<file path="src/rtl/shb_pkg.sv">
// Shared types, constants and round-constant table of the SHA-256 hasher.
`default_nettype none
package shb_pkg;

  typedef enum logic [2:0] {
    S_IDLE,
    S_PAD,
    S_START,
    S_WAIT,
    S_OUT
  } shb_state_t;

  typedef enum logic [1:0] {
    C_IDLE,
    C_ROUND,
    C_ADD
  } shb_cmp_state_t;

  typedef struct packed {
    logic       byte_en;
    logic [7:0] byte_val;
    logic       start;
    logic       reinit;
  } shb_cmd_t;

  localparam logic [7:0] PAD_BYTE = 8'h80;
  localparam logic [5:0] LEN_POS  = 6'd56;
  localparam logic [5:0] LAST_POS = 6'd63;
  localparam logic [1:0] LAST_IDX = 2'd3;

  // Element 0 is the first chaining word (a).
  localparam logic [7:0][31:0] INIT_WORDS = {
    32'h5be0cd19, 32'h1f83d9ab, 32'h9b05688c, 32'h510e527f,
    32'ha54ff53a, 32'h3c6ef372, 32'hbb67ae85, 32'h6a09e667
  };

  function automatic logic [31:0] round_const(input logic [5:0] idx);
    logic [31:0] k;
    case (idx)
      6'd0:  k = 32'h428a2f98;  6'd1:  k = 32'h71374491;
      6'd2:  k = 32'hb5c0fbcf;  6'd3:  k = 32'he9b5dba5;
      6'd4:  k = 32'h3956c25b;  6'd5:  k = 32'h59f111f1;
      6'd6:  k = 32'h923f82a4;  6'd7:  k = 32'hab1c5ed5;
      6'd8:  k = 32'hd807aa98;  6'd9:  k = 32'h12835b01;
      6'd10: k = 32'h243185be;  6'd11: k = 32'h550c7dc3;
      6'd12: k = 32'h72be5d74;  6'd13: k = 32'h80deb1fe;
      6'd14: k = 32'h9bdc06a7;  6'd15: k = 32'hc19bf174;
      6'd16: k = 32'he49b69c1;  6'd17: k = 32'hefbe4786;
      6'd18: k = 32'h0fc19dc6;  6'd19: k = 32'h240ca1cc;
      6'd20: k = 32'h2de92c6f;  6'd21: k = 32'h4a7484aa;
      6'd22: k = 32'h5cb0a9dc;  6'd23: k = 32'h76f988da;
      6'd24: k = 32'h983e5152;  6'd25: k = 32'ha831c66d;
      6'd26: k = 32'hb00327c8;  6'd27: k = 32'hbf597fc7;
      6'd28: k = 32'hc6e00bf3;  6'd29: k = 32'hd5a79147;
      6'd30: k = 32'h06ca6351;  6'd31: k = 32'h14292967;
      6'd32: k = 32'h27b70a85;  6'd33: k = 32'h2e1b2138;
      6'd34: k = 32'h4d2c6dfc;  6'd35: k = 32'h53380d13;
      6'd36: k = 32'h650a7354;  6'd37: k = 32'h766a0abb;
      6'd38: k = 32'h81c2c92e;  6'd39: k = 32'h92722c85;
      6'd40: k = 32'ha2bfe8a1;  6'd41: k = 32'ha81a664b;
      6'd42: k = 32'hc24b8b70;  6'd43: k = 32'hc76c51a3;
      6'd44: k = 32'hd192e819;  6'd45: k = 32'hd6990624;
      6'd46: k = 32'hf40e3585;  6'd47: k = 32'h106aa070;
      6'd48: k = 32'h19a4c116;  6'd49: k = 32'h1e376c08;
      6'd50: k = 32'h2748774c;  6'd51: k = 32'h34b0bcb5;
      6'd52: k = 32'h391c0cb3;  6'd53: k = 32'h4ed8aa4a;
      6'd54: k = 32'h5b9cca4f;  6'd55: k = 32'h682e6ff3;
      6'd56: k = 32'h748f82ee;  6'd57: k = 32'h78a5636f;
      6'd58: k = 32'h84c87814;  6'd59: k = 32'h8cc70208;
      6'd60: k = 32'h90befffa;  6'd61: k = 32'ha4506ceb;
      6'd62: k = 32'hbef9a3f7;  6'd63: k = 32'hc67178f2;
      default: k = 32'h0;
    endcase
    return k;
  endfunction

endpackage
`default_nettype wire

</file>
<file path="src/rtl/shb_if.sv">
// Valid/ready channel interfaces for message bytes and digest words.
`default_nettype none
interface shb_byte_if;
  logic       valid;
  logic       ready;
  logic [7:0] data_byte;
  logic       byte_present;
  logic       end_of_message;

  modport source (output valid, data_byte, byte_present, end_of_message, input ready);
  modport sink (input valid, data_byte, byte_present, end_of_message, output ready);
endinterface

interface shb_digest_if;
  logic        valid;
  logic        ready;
  logic [63:0] digest_word;
  logic [1:0]  word_index;
  logic        last_word;

  modport source (output valid, digest_word, word_index, last_word, input ready);
  modport sink (input valid, digest_word, word_index, last_word, output ready);
endinterface
`default_nettype wire

</file>
<file path="src/rtl/shb_compress.sv">
// SHA-256 round unit: block shift line, message schedule and chaining words.
`default_nettype none
module shb_compress (
  input  logic             clk,
  input  logic             rst,
  input  shb_pkg::shb_cmd_t cmd,
  output logic             done,
  output logic [255:0]     digest
);
  import shb_pkg::*;

  shb_cmp_state_t    cst;
  shb_cmp_state_t    cst_next;
  logic [5:0]        rnd;
  logic [7:0][31:0]  h;
  logic [7:0][31:0]  v;
  logic [511:0]      blk;
  logic [31:0]       w0;
  logic [31:0]       w1;
  logic [31:0]       w9;
  logic [31:0]       w14;
  logic [31:0]       w_new;
  logic [31:0]       big0;
  logic [31:0]       big1;
  logic [31:0]       choose;
  logic [31:0]       major;
  logic [31:0]       tsum1;
  logic [31:0]       tsum2;

  function automatic logic [31:0] rotr(input logic [31:0] x, input int unsigned n);
    return (x >> n) | (x << (32 - n));
  endfunction

  // The oldest schedule word sits at the top of the shift line.
  assign w0  = blk[511:480];
  assign w1  = blk[479:448];
  assign w9  = blk[223:192];
  assign w14 = blk[63:32];

  always_comb begin
    w_new = (rotr(w14, 17) ^ rotr(w14, 19) ^ (w14 >> 10)) + w9
          + (rotr(w1, 7) ^ rotr(w1, 18) ^ (w1 >> 3)) + w0;
    big1   = rotr(v[4], 6) ^ rotr(v[4], 11) ^ rotr(v[4], 25);
    choose = (v[4] & v[5]) ^ (~v[4] & v[6]);
    big0   = rotr(v[0], 2) ^ rotr(v[0], 13) ^ rotr(v[0], 22);
    major  = (v[0] & v[1]) ^ (v[0] & v[2]) ^ (v[1] & v[2]);
    tsum1  = v[7] + big1 + choose + round_const(rnd) + w0;
    tsum2  = big0 + major;
  end

  always_comb begin
    cst_next = cst;
    unique case (cst)
      C_IDLE:  if (cmd.start) cst_next = C_ROUND;
      C_ROUND: if (rnd == LAST_POS) cst_next = C_ADD;
      C_ADD:   cst_next = C_IDLE;
      default: cst_next = C_IDLE;
    endcase
  end

  always_comb begin
    done = 1'b0;
    unique case (cst)
      C_ADD:   done = 1'b1;
      default: done = 1'b0;
    endcase
  end

  always_ff @(posedge clk) begin
    if (rst) begin
      cst <= C_IDLE;
      rnd <= '0;
    end else begin
      cst <= cst_next;
      if (cst == C_ROUND) rnd <= rnd + 6'd1;
    end
  end

  always_ff @(posedge clk) begin
    if (cmd.byte_en) begin
      blk <= {blk[503:0], cmd.byte_val};
    end else if (cst == C_ROUND) begin
      blk <= {blk[479:0], w_new};
    end
  end

  always_ff @(posedge clk) begin
    if (cst == C_IDLE && cmd.start) begin
      v <= h;
    end else if (cst == C_ROUND) begin
      v[7] <= v[6];
      v[6] <= v[5];
      v[5] <= v[4];
      v[4] <= v[3] + tsum1;
      v[3] <= v[2];
      v[2] <= v[1];
      v[1] <= v[0];
      v[0] <= tsum1 + tsum2;
    end
  end

  always_ff @(posedge clk) begin
    if (rst || cmd.reinit) begin
      h <= INIT_WORDS;
    end else if (cst == C_ADD) begin
      for (int i = 0; i < 8; i++) begin
        h[i] <= h[i] + v[i];
      end
    end
  end

  assign digest = {h[0], h[1], h[2], h[3], h[4], h[5], h[6], h[7]};

endmodule
`default_nettype wire

</file>
<file path="src/rtl/sha256_byte_stream_hasher_top.sv">
// SHA-256 hasher that takes a message one byte per transfer and returns the digest
// as four 64-bit words. A byte that does not complete a 64-byte block is taken
// without holding the input off. The byte that completes a block, and the end of a
// message, hold the input off while the shared round unit works through each block:
// a start step, 64 rounds at one round per cycle, and an add into the chaining words.
// At the end of a message the padding and length bytes are shifted in one per cycle,
// from the marker position to the end of the block, plus a whole block of 64 when the
// length field does not fit; one or two blocks are padded and hashed, after which the
// four digest words are offered, most significant first. The hasher then restarts
// with fresh chaining words and a zero length.
`default_nettype none
module sha256_byte_stream_hasher_top (
  input  logic                clk,
  input  logic                rst,
  shb_byte_if.sink            msg_in,
  shb_digest_if.source        digest_out
);
  import shb_pkg::*;

  shb_state_t     state;
  shb_state_t     state_next;
  shb_cmd_t       cmd;
  logic           cmp_done;
  logic [255:0]   digest;
  logic [63:0]    byte_count;
  logic [63:0]    cnt_next;
  logic [63:0]    len_sh;
  logic [5:0]     pad_pos;
  logic [1:0]     widx;
  logic           fin;
  logic           first;
  logic           extra;
  logic           extra_now;
  logic           last_blk;
  logic           in_acc;
  logic           out_acc;
  logic [7:0]     pad_byte;

  shb_compress u_compress (
    .clk    (clk),
    .rst    (rst),
    .cmd    (cmd),
    .done   (cmp_done),
    .digest (digest)
  );

  assign in_acc   = msg_in.valid && msg_in.ready;
  assign out_acc  = digest_out.valid && digest_out.ready;
  assign cnt_next = byte_count + 64'(msg_in.byte_present);

  // The 0x80 marker at or past the length field pushes the length into a second block.
  assign extra_now = first ? (pad_pos >= LEN_POS) : extra;

  always_comb begin
    if (first) begin
      pad_byte = PAD_BYTE;
    end else if (pad_pos >= LEN_POS && !extra) begin
      pad_byte = len_sh[63:56];
    end else begin
      pad_byte = 8'h00;
    end
  end

  always_comb begin
    state_next = state;
    unique case (state)
      S_IDLE: begin
        if (in_acc) begin
          if (msg_in.byte_present && byte_count[5:0] == LAST_POS) begin
            state_next = S_START;
          end else if (msg_in.end_of_message) begin
            state_next = S_PAD;
          end
        end
      end
      S_PAD:   if (pad_pos == LAST_POS) state_next = S_START;
      S_START: state_next = S_WAIT;
      S_WAIT: begin
        if (cmp_done) begin
          if (last_blk) begin
            state_next = S_OUT;
          end else if (fin) begin
            state_next = S_PAD;
          end else begin
            state_next = S_IDLE;
          end
        end
      end
      S_OUT:   if (out_acc && widx == LAST_IDX) state_next = S_IDLE;
      default: state_next = S_IDLE;
    endcase
  end

  always_comb begin
    msg_in.ready     = 1'b0;
    digest_out.valid = 1'b0;
    cmd              = '0;
    unique case (state)
      S_IDLE: begin
        msg_in.ready = 1'b1;
        cmd.byte_en  = in_acc && msg_in.byte_present;
        cmd.byte_val = msg_in.data_byte;
      end
      S_PAD: begin
        cmd.byte_en  = 1'b1;
        cmd.byte_val = pad_byte;
      end
      S_START: cmd.start = 1'b1;
      S_WAIT:  cmd.start = 1'b0;
      S_OUT: begin
        digest_out.valid = 1'b1;
        cmd.reinit       = out_acc && widx == LAST_IDX;
      end
      default: cmd = '0;
    endcase
  end

  always_ff @(posedge clk) begin
    if (rst) begin
      state      <= S_IDLE;
      byte_count <= '0;
      fin        <= 1'b0;
      first      <= 1'b0;
      extra      <= 1'b0;
      last_blk   <= 1'b0;
      widx       <= '0;
      pad_pos    <= '0;
    end else begin
      state <= state_next;
      unique case (state)
        S_IDLE: begin
          if (in_acc) begin
            byte_count <= cnt_next;
            if (msg_in.end_of_message) begin
              fin      <= 1'b1;
              first    <= 1'b1;
              extra    <= 1'b0;
              last_blk <= 1'b0;
              pad_pos  <= cnt_next[5:0];
            end
          end
        end
        S_PAD: begin
          first   <= 1'b0;
          pad_pos <= pad_pos + 6'd1;
          if (pad_pos == LAST_POS) begin
            last_blk <= !extra_now;
            extra    <= 1'b0;
          end else begin
            extra <= extra_now;
          end
        end
        S_OUT: begin
          if (out_acc) begin
            widx <= widx + 2'd1;
            if (widx == LAST_IDX) begin
              byte_count <= '0;
              fin        <= 1'b0;
              last_blk   <= 1'b0;
            end
          end
        end
        default: widx <= widx;
      endcase
    end
  end

  // The bit length shifts out from its top byte while the length field is filled.
  always_ff @(posedge clk) begin
    if (state == S_IDLE && in_acc && msg_in.end_of_message) begin
      len_sh <= {cnt_next[60:0], 3'b000};
    end else if (state == S_PAD && !first && pad_pos >= LEN_POS && !extra) begin
      len_sh <= {len_sh[55:0], 8'h00};
    end
  end

  always_comb begin
    case (widx)
      2'd0:    digest_out.digest_word = digest[255:192];
      2'd1:    digest_out.digest_word = digest[191:128];
      2'd2:    digest_out.digest_word = digest[127:64];
      default: digest_out.digest_word = digest[63:0];
    endcase
  end

  assign digest_out.word_index = widx;
  assign digest_out.last_word  = (widx == LAST_IDX);

endmodule
`default_nettype wire

</file>
<file path="src/flat_wrapper.sv">
// flat-port wrapper written by rule: the top's interface ports become plain ports
module sha256_byte_stream_hasher_top_flat import shb_pkg::*;
  (clk, rst, msg_in_valid, msg_in_data_byte, msg_in_byte_present, msg_in_end_of_message, msg_in_ready, digest_out_valid, digest_out_digest_word, digest_out_word_index, digest_out_last_word, digest_out_ready);
  shb_byte_if msg_in_i ();
  shb_digest_if digest_out_i ();
  input  logic clk;
  input  logic rst;
  input wire logic [$bits(msg_in_i.valid)-1:0] msg_in_valid;
  input wire logic [$bits(msg_in_i.data_byte)-1:0] msg_in_data_byte;
  input wire logic [$bits(msg_in_i.byte_present)-1:0] msg_in_byte_present;
  input wire logic [$bits(msg_in_i.end_of_message)-1:0] msg_in_end_of_message;
  output wire logic [$bits(msg_in_i.ready)-1:0] msg_in_ready;
  output wire logic [$bits(digest_out_i.valid)-1:0] digest_out_valid;
  output wire logic [$bits(digest_out_i.digest_word)-1:0] digest_out_digest_word;
  output wire logic [$bits(digest_out_i.word_index)-1:0] digest_out_word_index;
  output wire logic [$bits(digest_out_i.last_word)-1:0] digest_out_last_word;
  input wire logic [$bits(digest_out_i.ready)-1:0] digest_out_ready;
  assign msg_in_i.valid = msg_in_valid;
  assign msg_in_i.data_byte = msg_in_data_byte;
  assign msg_in_i.byte_present = msg_in_byte_present;
  assign msg_in_i.end_of_message = msg_in_end_of_message;
  assign msg_in_ready = msg_in_i.ready;
  assign digest_out_valid = digest_out_i.valid;
  assign digest_out_digest_word = digest_out_i.digest_word;
  assign digest_out_word_index = digest_out_i.word_index;
  assign digest_out_last_word = digest_out_i.last_word;
  assign digest_out_i.ready = digest_out_ready;
  sha256_byte_stream_hasher_top u_core (.clk(clk), .rst(rst), .msg_in(msg_in_i), .digest_out(digest_out_i));
endmodule
</file>
<file path="config.mk">
export PLATFORM = sky130hd
export DESIGN_NAME = sha256_byte_stream_hasher_top_flat
export DESIGN_NICKNAME = d
export VERILOG_FILES = /design/src/rtl/shb_pkg.sv /design/src/rtl/shb_if.sv /design/src/rtl/shb_compress.sv /design/src/rtl/sha256_byte_stream_hasher_top.sv /design/src/flat_wrapper.sv
export SDC_FILE = /design/constraint.sdc
export NUM_CORES = 2
export LEC_CHECK = 0
export BUFFER_PORTS_ARGS = -buffer_cell sky130_fd_sc_hd__buf_2
export CAP_MARGIN = 10
export CORE_MARGIN = 4
export CORE_UTILIZATION = 55
export DETAILED_ROUTE_END_ITERATION = 16
export HOLD_SLACK_MARGIN = 0.08
export PLACE_DENSITY_LB_ADDON = 0.08
export SLEW_MARGIN = 20
export SYNTH_ARGS = -nofsm -noshare
export SYNTH_HDL_FRONTEND = slang
export SYNTH_SLANG_ARGS = --single-unit
</file>
<file path="constraint.sdc">
create_clock -name clk -period 16.45 [get_ports clk]
set_input_delay 1.645 -clock clk [delete_from_list [all_inputs] [get_ports clk]]
set_output_delay 1.645 -clock clk [all_outputs]
set_load 0.01 [all_outputs]
</file>
# Word-level counts from Yosys, hierarchy flattened

Memory sizes are Yosys's and may differ from the RTL's. A register that Yosys moved wholly into a read port is not among the register bits.
Cells that the tools add are included.
W data, S select, Z words.

Flip-flop bits (word level): 1172
Memory bits (read-only): 2048
Input bits: 14
Output and inout port bits: 69
Word-level logic and storage cells: 182
Memories: 1

Memories:

| name             | words | bits a word | rd ports | clocked after memory_dff | wr ports | line          | source |
|---|---|---|---|---|---|---|---|
| (name not given) | 64    | 32          | 1        | 1                        | 0        | shb_pkg.sv:39 | `case (idx)` |

$add $sub $neg: 22
Magnitude comparators: 1
Eq/ne operators: 22
Mux-type cells: 49
Bitwise operators: 27
Reductions and logical operators: 32

Operator list:

| cell             | count |
|---|---|
| $mux W512        | 2 |
| $add A32 B32 Y32 | 18 |
| $mux W256        | 2 |
| $mux W64         | 5 |
| $xor A32 B32 Y32 | 9 |
| $pmux W64 S3     | 1 |
| $and A32 B32 Y32 | 5 |
| $pmux W64 S2     | 1 |
| $add A64 B1 Y64  | 1 |
| $not A32 Y32     | 1 |
| $or A10 B32 Y32  | 1 |
| $or A13 B32 Y32  | 1 |
| $or A14 B32 Y32  | 1 |
| $or A15 B32 Y32  | 1 |
| $or A19 B32 Y32  | 1 |
| $or A21 B32 Y32  | 1 |
| $or A25 B32 Y32  | 1 |
| $or A26 B32 Y32  | 1 |
| $or A30 B32 Y32  | 1 |
| $or A7 B32 Y32   | 1 |
| $xor A32 B22 Y32 | 1 |
| $xor A32 B29 Y32 | 1 |
| $mux W6          | 4 |
| $mux W3          | 7 |
| other kinds (33) | 85 |

# Logic depth before layout (Yosys ltp)

Depth in word-level cells: 10
Depth in mapped cells: 32
Gate-level depth less buffers: 31

# By module

Synthesis repeated with hierarchy kept, for this count alone.

Cell total of the unflattened synthesis: 8213
Area total of the unflattened synthesis: 79572.6 um2

By module, submodules not included:

| module                        | times used | cells an instance | area an instance (um2) | sequential area each (um2) |
|---|---|---|---|---|
| shb_compress                  | 1          | 7076              | 70129.8                | 28987.8 |
| sha256_byte_stream_hasher_top | 1          | 1137              | 9442.8                 | 3353.2 |

# Worst setup path after synthesis

Ideal clock, no wire load.

Kind: input-to-reg
Start point: input port msg_in_valid
End point: register u_core.u_compress.blk[0] (enable)
Setup time: 3.643 ns
Data arrival time: 10.956 ns
Data required time: 12.807 ns
Slack: 1.851 ns
Cell stages on the path: 6
Buffers on the path: 3
Path through: a21oi_1 -> or3_1 -> clkbuf_1 -> clkbuf_1 -> buf_1 -> nand2_1

Word-level cells in the longest chain between the ends: 4

RTL lines:

| item                         | line                                 | source |
|---|---|---|
| start: declaration           | flat_wrapper.sv:8                    | `input wire logic [$bits(msg_in_i.valid)-1:0] msg_in_valid;` |
| $logic_and A1 B1 Y1          | sha256_byte_stream_hasher_top.sv:47  | `assign in_acc = msg_in.valid && msg_in.ready;` |
| $logic_and A1 B1 Y1          | sha256_byte_stream_hasher_top.sv:101 | `cmd.byte_en = in_acc && msg_in.byte_present;` |
| $pmux W9 S2                  | sha256_byte_stream_hasher_top.sv:98  | `unique case (state)` |
| $reduce_bool A2 Y1 (no line) | n/a                                  |  |
| end signal: assignment       | shb_compress.sv:81                   | `blk <= {blk[503:0], cmd.byte_val};` |
| end signal: assignment       | shb_compress.sv:83                   | `blk <= {blk[479:0], w_new};` |
| end: declaration             | shb_compress.sv:17                   | `logic [511:0] blk;` |

No other way between the ends.
A chain may end at the register's enable or synchronous reset.

# Worst setup path after layout

Start point: register u_core.u_compress.v[135] (netlist name)
End point: register u_core.u_compress.v[30] (netlist name), data pin

Word-level cells in the longest chain between the ends: 10
Elaborated cells on any way between the ends: 16
Those cells by class: 5 x add/sub; 2 x mux; 9 x bitwise

RTL lines:

| item                                                      | line               | source |
|---|---|---|
| start: declaration                                        | shb_compress.sv:16 | `logic [7:0][31:0] v;` |
| start signal: assignment                                  | shb_compress.sv:89 | `v <= h;` |
| $or A26 B32 Y32 / $or A21 B32 Y32 (equally long branches) | shb_compress.sv:31 | `return (x >> n) \| (x << (32 - n));` |
| $xor A32 B32 Y32 (2 in series)                            | shb_compress.sv:43 | `big1 = rotr(v[4], 6) ^ rotr(v[4], 11) ^ rotr(v[4], 25);` |
| $add A32 B32 Y32                                          | shb_compress.sv:47 | `tsum1 = v[7] + big1 + choose + round_const(rnd) + w0;` |
| $add A32 B32 Y32 * (3 in series)                          | shb_compress.sv:47 |  |
| $add A32 B32 Y32 *                                        | shb_compress.sv:98 | `v[0] <= tsum1 + tsum2;` |
| $mux W256 *                                               | shb_compress.sv:90 | `end else if (cst == C_ROUND) begin` |
| $mux W256 *                                               | shb_compress.sv:88 | `if (cst == C_IDLE && cmd.start) begin` |

Mark *: on every way between the ends. The rest lies on a longest branch, timed or not. The select of a mux whose other input is x is not followed.

==> metrics.txt <==
vias in the first global route roughly 62k; estimated wirelength of the detail-placed design 196000 µm; max-cap violation count 0; fin crit share 0.500; Worst Setup End Kind flip-flop; commonest non-fill, non-tap cell in the layout nand2_1; H-tree depth 4; DRT iter0 DRCs 7886; Mapped Nets 9591; CTS max path bufs 3; Total Nets Final 9356; Core Region ~140000 µm²; Fmax 122 MHz; GPL Wtd Cong 1.00; CTS tree done; RSZ-0062 raised after global routing no; Final Max Tran Viols 0; width of the die 386 µm; Mapped Area about 79000 µm²; Seq cells post-synth 1201; Critical-path top delay cell edfxtp_1; worst slew pin tran 1.29 ns; wire length per cell 24.8 µm; headroom to the max-slew limit 0.136; WHS Endpoint u_core.u_compress.digest[38]$_SDFFE_PP0P_; Syn. warnings 0; CP startpoint kind flip-flop; aggregate global-route resource usage 0.345; first-pass GRT wire length between 300000 and 400000 µm; kind of cell adding the most delay to the critical path compound AO/OA/AOI/OAI gates; most frequent cells in the layout nand2_1 (2448), edfxtp_1 (829), a21oi_1 (593), o21ai_0 (545), nor2_1 (421); Syn Area/Cell 8.77 µm²; Post-synth EDFFs 829; # resized after CTS 0; ys async rst share 0; Hold Buf Count CTS 0; Worst EP required around 17 ns; CP Class flip-flop to flip-flop; WP buf/inv 1; reg2reg end u_core.u_compress.v[30]$_DFFE_PP_; Critical R2R Launch u_core.u_compress.v[135]$_DFFE_PP_; die area between 100000 and 150000 µm²; final period demand of the worst path 8.22 ns; row cnt about 140; CP arrival 8.76 ns; global route overflow 0; Root Buffer clkbuf_16; Reg2Reg Setup Slack 8.23 ns; I/O pin count just over 80; DR DRC count 0; vias 66.2k; layout cell share with drive strength beyond 1 0.0539; crit-path max cell delay 0.55 ns; worst min path class flip-flop to flip-flop; CTS clk-pin slew, worst paths 0.06 ns; Hold Crit Depth 2; Primary FF master, synth edfxtp_1; drt pass-1 iters 9; Register-to-Register Path Depth 26; Post-Syn Instances 8985; Hold Startpoint u_core.u_compress.digest[38]$_SDFFE_PP0P_; Die Y around 390 µm; Clock Latency Late Sink 0.81 ns; setup bufs post-CTS 0; CP max FO 6; final hold violation count 0; sequential element share of the synthesized area 0.411; Post-Route Setup TNS 0 ns; antenna violations before repair 6; ANT nets after route 0; Inserted Clock Buffers 139; Port-buffer cells 82; Starting Density 0.555; DR vias/cell ~6; final-report setup violation count 0; clk sinks approximately 1.2k; Distinct cells, synth ~110; total wire length 267000 µm; Worst Clk Skew 0.0710 ns; largest net degree at the start of global routing 207; status finished clean; synthesis-to-finish area growth 7.96%
-- worst register-to-register path: stages, from the launching register on --
cell	delay (ns)
edfxtp_1	0.55
xor2_1	0.22
xnor2_1	0.27
fa_1	0.50
fa_1	0.46
fa_1	0.49
inv_1	0.05
ha_1	0.21
fa_1	0.48
a211oi_1	0.33
o211a_1	0.27
o21ai_0	0.23
and2_1	0.27
a211oi_1	0.30
xnor2_1	0.25
fa_1	0.49
ha_1	0.36
a21o_1	0.19
a21o_1	0.18
a21o_1	0.19
a21o_1	0.18
a21o_1	0.17
a41oi_1	0.50
o21ai_0	0.21
a221oi_1	0.34
xor2_1	0.18
o21ai_0	0.08
-- state kept, by name (all words and copies together) (netlist names), 2 cells and up, named ones only --
register	flops
u_core.u_compress.rnd	6
u_core.u_compress.blk	512
u_core.u_compress.v	256
u_core.u_compress.cst	2
u_core.digest_out.word_index	2
u_core.state	3
u_core.byte_count	61
u_core.u_compress.digest	256
u_core.pad_pos	6
u_core.len_sh	61
-- Yosys cell counts (all sizes together), types with 70 or more instances --
library cell	count	area [µm²]
a21o	199	1500
nor3	96	480
xor2	199	1740
a21oi	594	2980
nand2b	70	438
fa	195	3900
nand2	2453	9210
mux2i	82	821
xnor2	402	3520
clkbuf	483	1870
o211ai	107	803
ha	397	4970
nor2	425	1610
a211oi	78	591
nand3	124	626
dfxtp	372	7450
o21ai	550	2760
inv	416	1560
edfxtp	829	24900
-- how the worst max path moves through the flow --
stage               slack, ns  depth (start not counted)                                  to                                from
floorplan                1.85                          6  u_core.u_compress.blk[0]$_DFFE_PP_                        msg_in_valid
global placement         8.24                         26   u_core.u_compress.v[30]$_DFFE_PP_  u_core.u_compress.v[140]$_DFFE_PP_
detailed placement       8.26                         26   u_core.u_compress.v[30]$_DFFE_PP_  u_core.u_compress.v[140]$_DFFE_PP_
CTS                      8.27                         26   u_core.u_compress.v[30]$_DFFE_PP_  u_core.u_compress.v[135]$_DFFE_PP_
global route             7.79                         27   u_core.u_compress.v[31]$_DFFE_PP_  u_core.u_compress.v[135]$_DFFE_PP_
finish                   8.23                         26   u_core.u_compress.v[30]$_DFFE_PP_  u_core.u_compress.v[135]$_DFFE_PP_
-- cell families after synthesis --
group | after synthesis | synth area share
mux | 115 | 0.0154
compound gates | 1987 | 0.158
fa+ha+maj | 614 | 0.115
buf+inv | 954 | 0.0466
simple gates | 3513 | 0.187
flops | 1201 | 0.411
xor+xnor | 601 | 0.0668
-- metrics by stage --
step                      hold slack [ns]  instance area [µm²]  instances  utilization  setup slack (ns)
after detailed placement            0.467                80200      10500        0.565              8.26
after floorplan                     0.449                78800       8985            -              1.85
after global routing                0.503                85000      10800        0.599              7.79
after CTS                           0.475                84900      10800        0.598              8.27
after global placement              0.462                80200      10500        0.565              8.24
final                               0.475                85000      10800        0.599              8.23
-- routing by layer --
metal / share of wire / vias up / global-route usage / routed length [µm]
met3: 0.086 / 539 / 0.0545 / 23100
met5: 0.000049 / - / 0 / 13
met2: 0.44 / 3012 / 0.532 / 118000
li1: - / 30600 / - / -
met4: 0.050 / 2 / 0.149 / 13200
met1: 0.42 / 32000 / 0.485 / 112000
-- area by class of cell --
| class | instances | area, µm² |
|---|---|---|
| fillers | 12500 | 56900 |
| multi-input cells | 6830 | 42900 |
| flip-flops and latches | 1201 | 32300 |
| clock buffers | 175 | 3700 |
| well taps | 1890 | 2360 |
| inverters | 420 | 1580 |
| repair buffers | 158 | 1100 |
| clock inverters | 82 | 1050 |
| diodes | 3 | 7.51 |
Power is not shown: default switching activity piles up to over one toggle a cycle in this logic, so the estimate is an artifact.
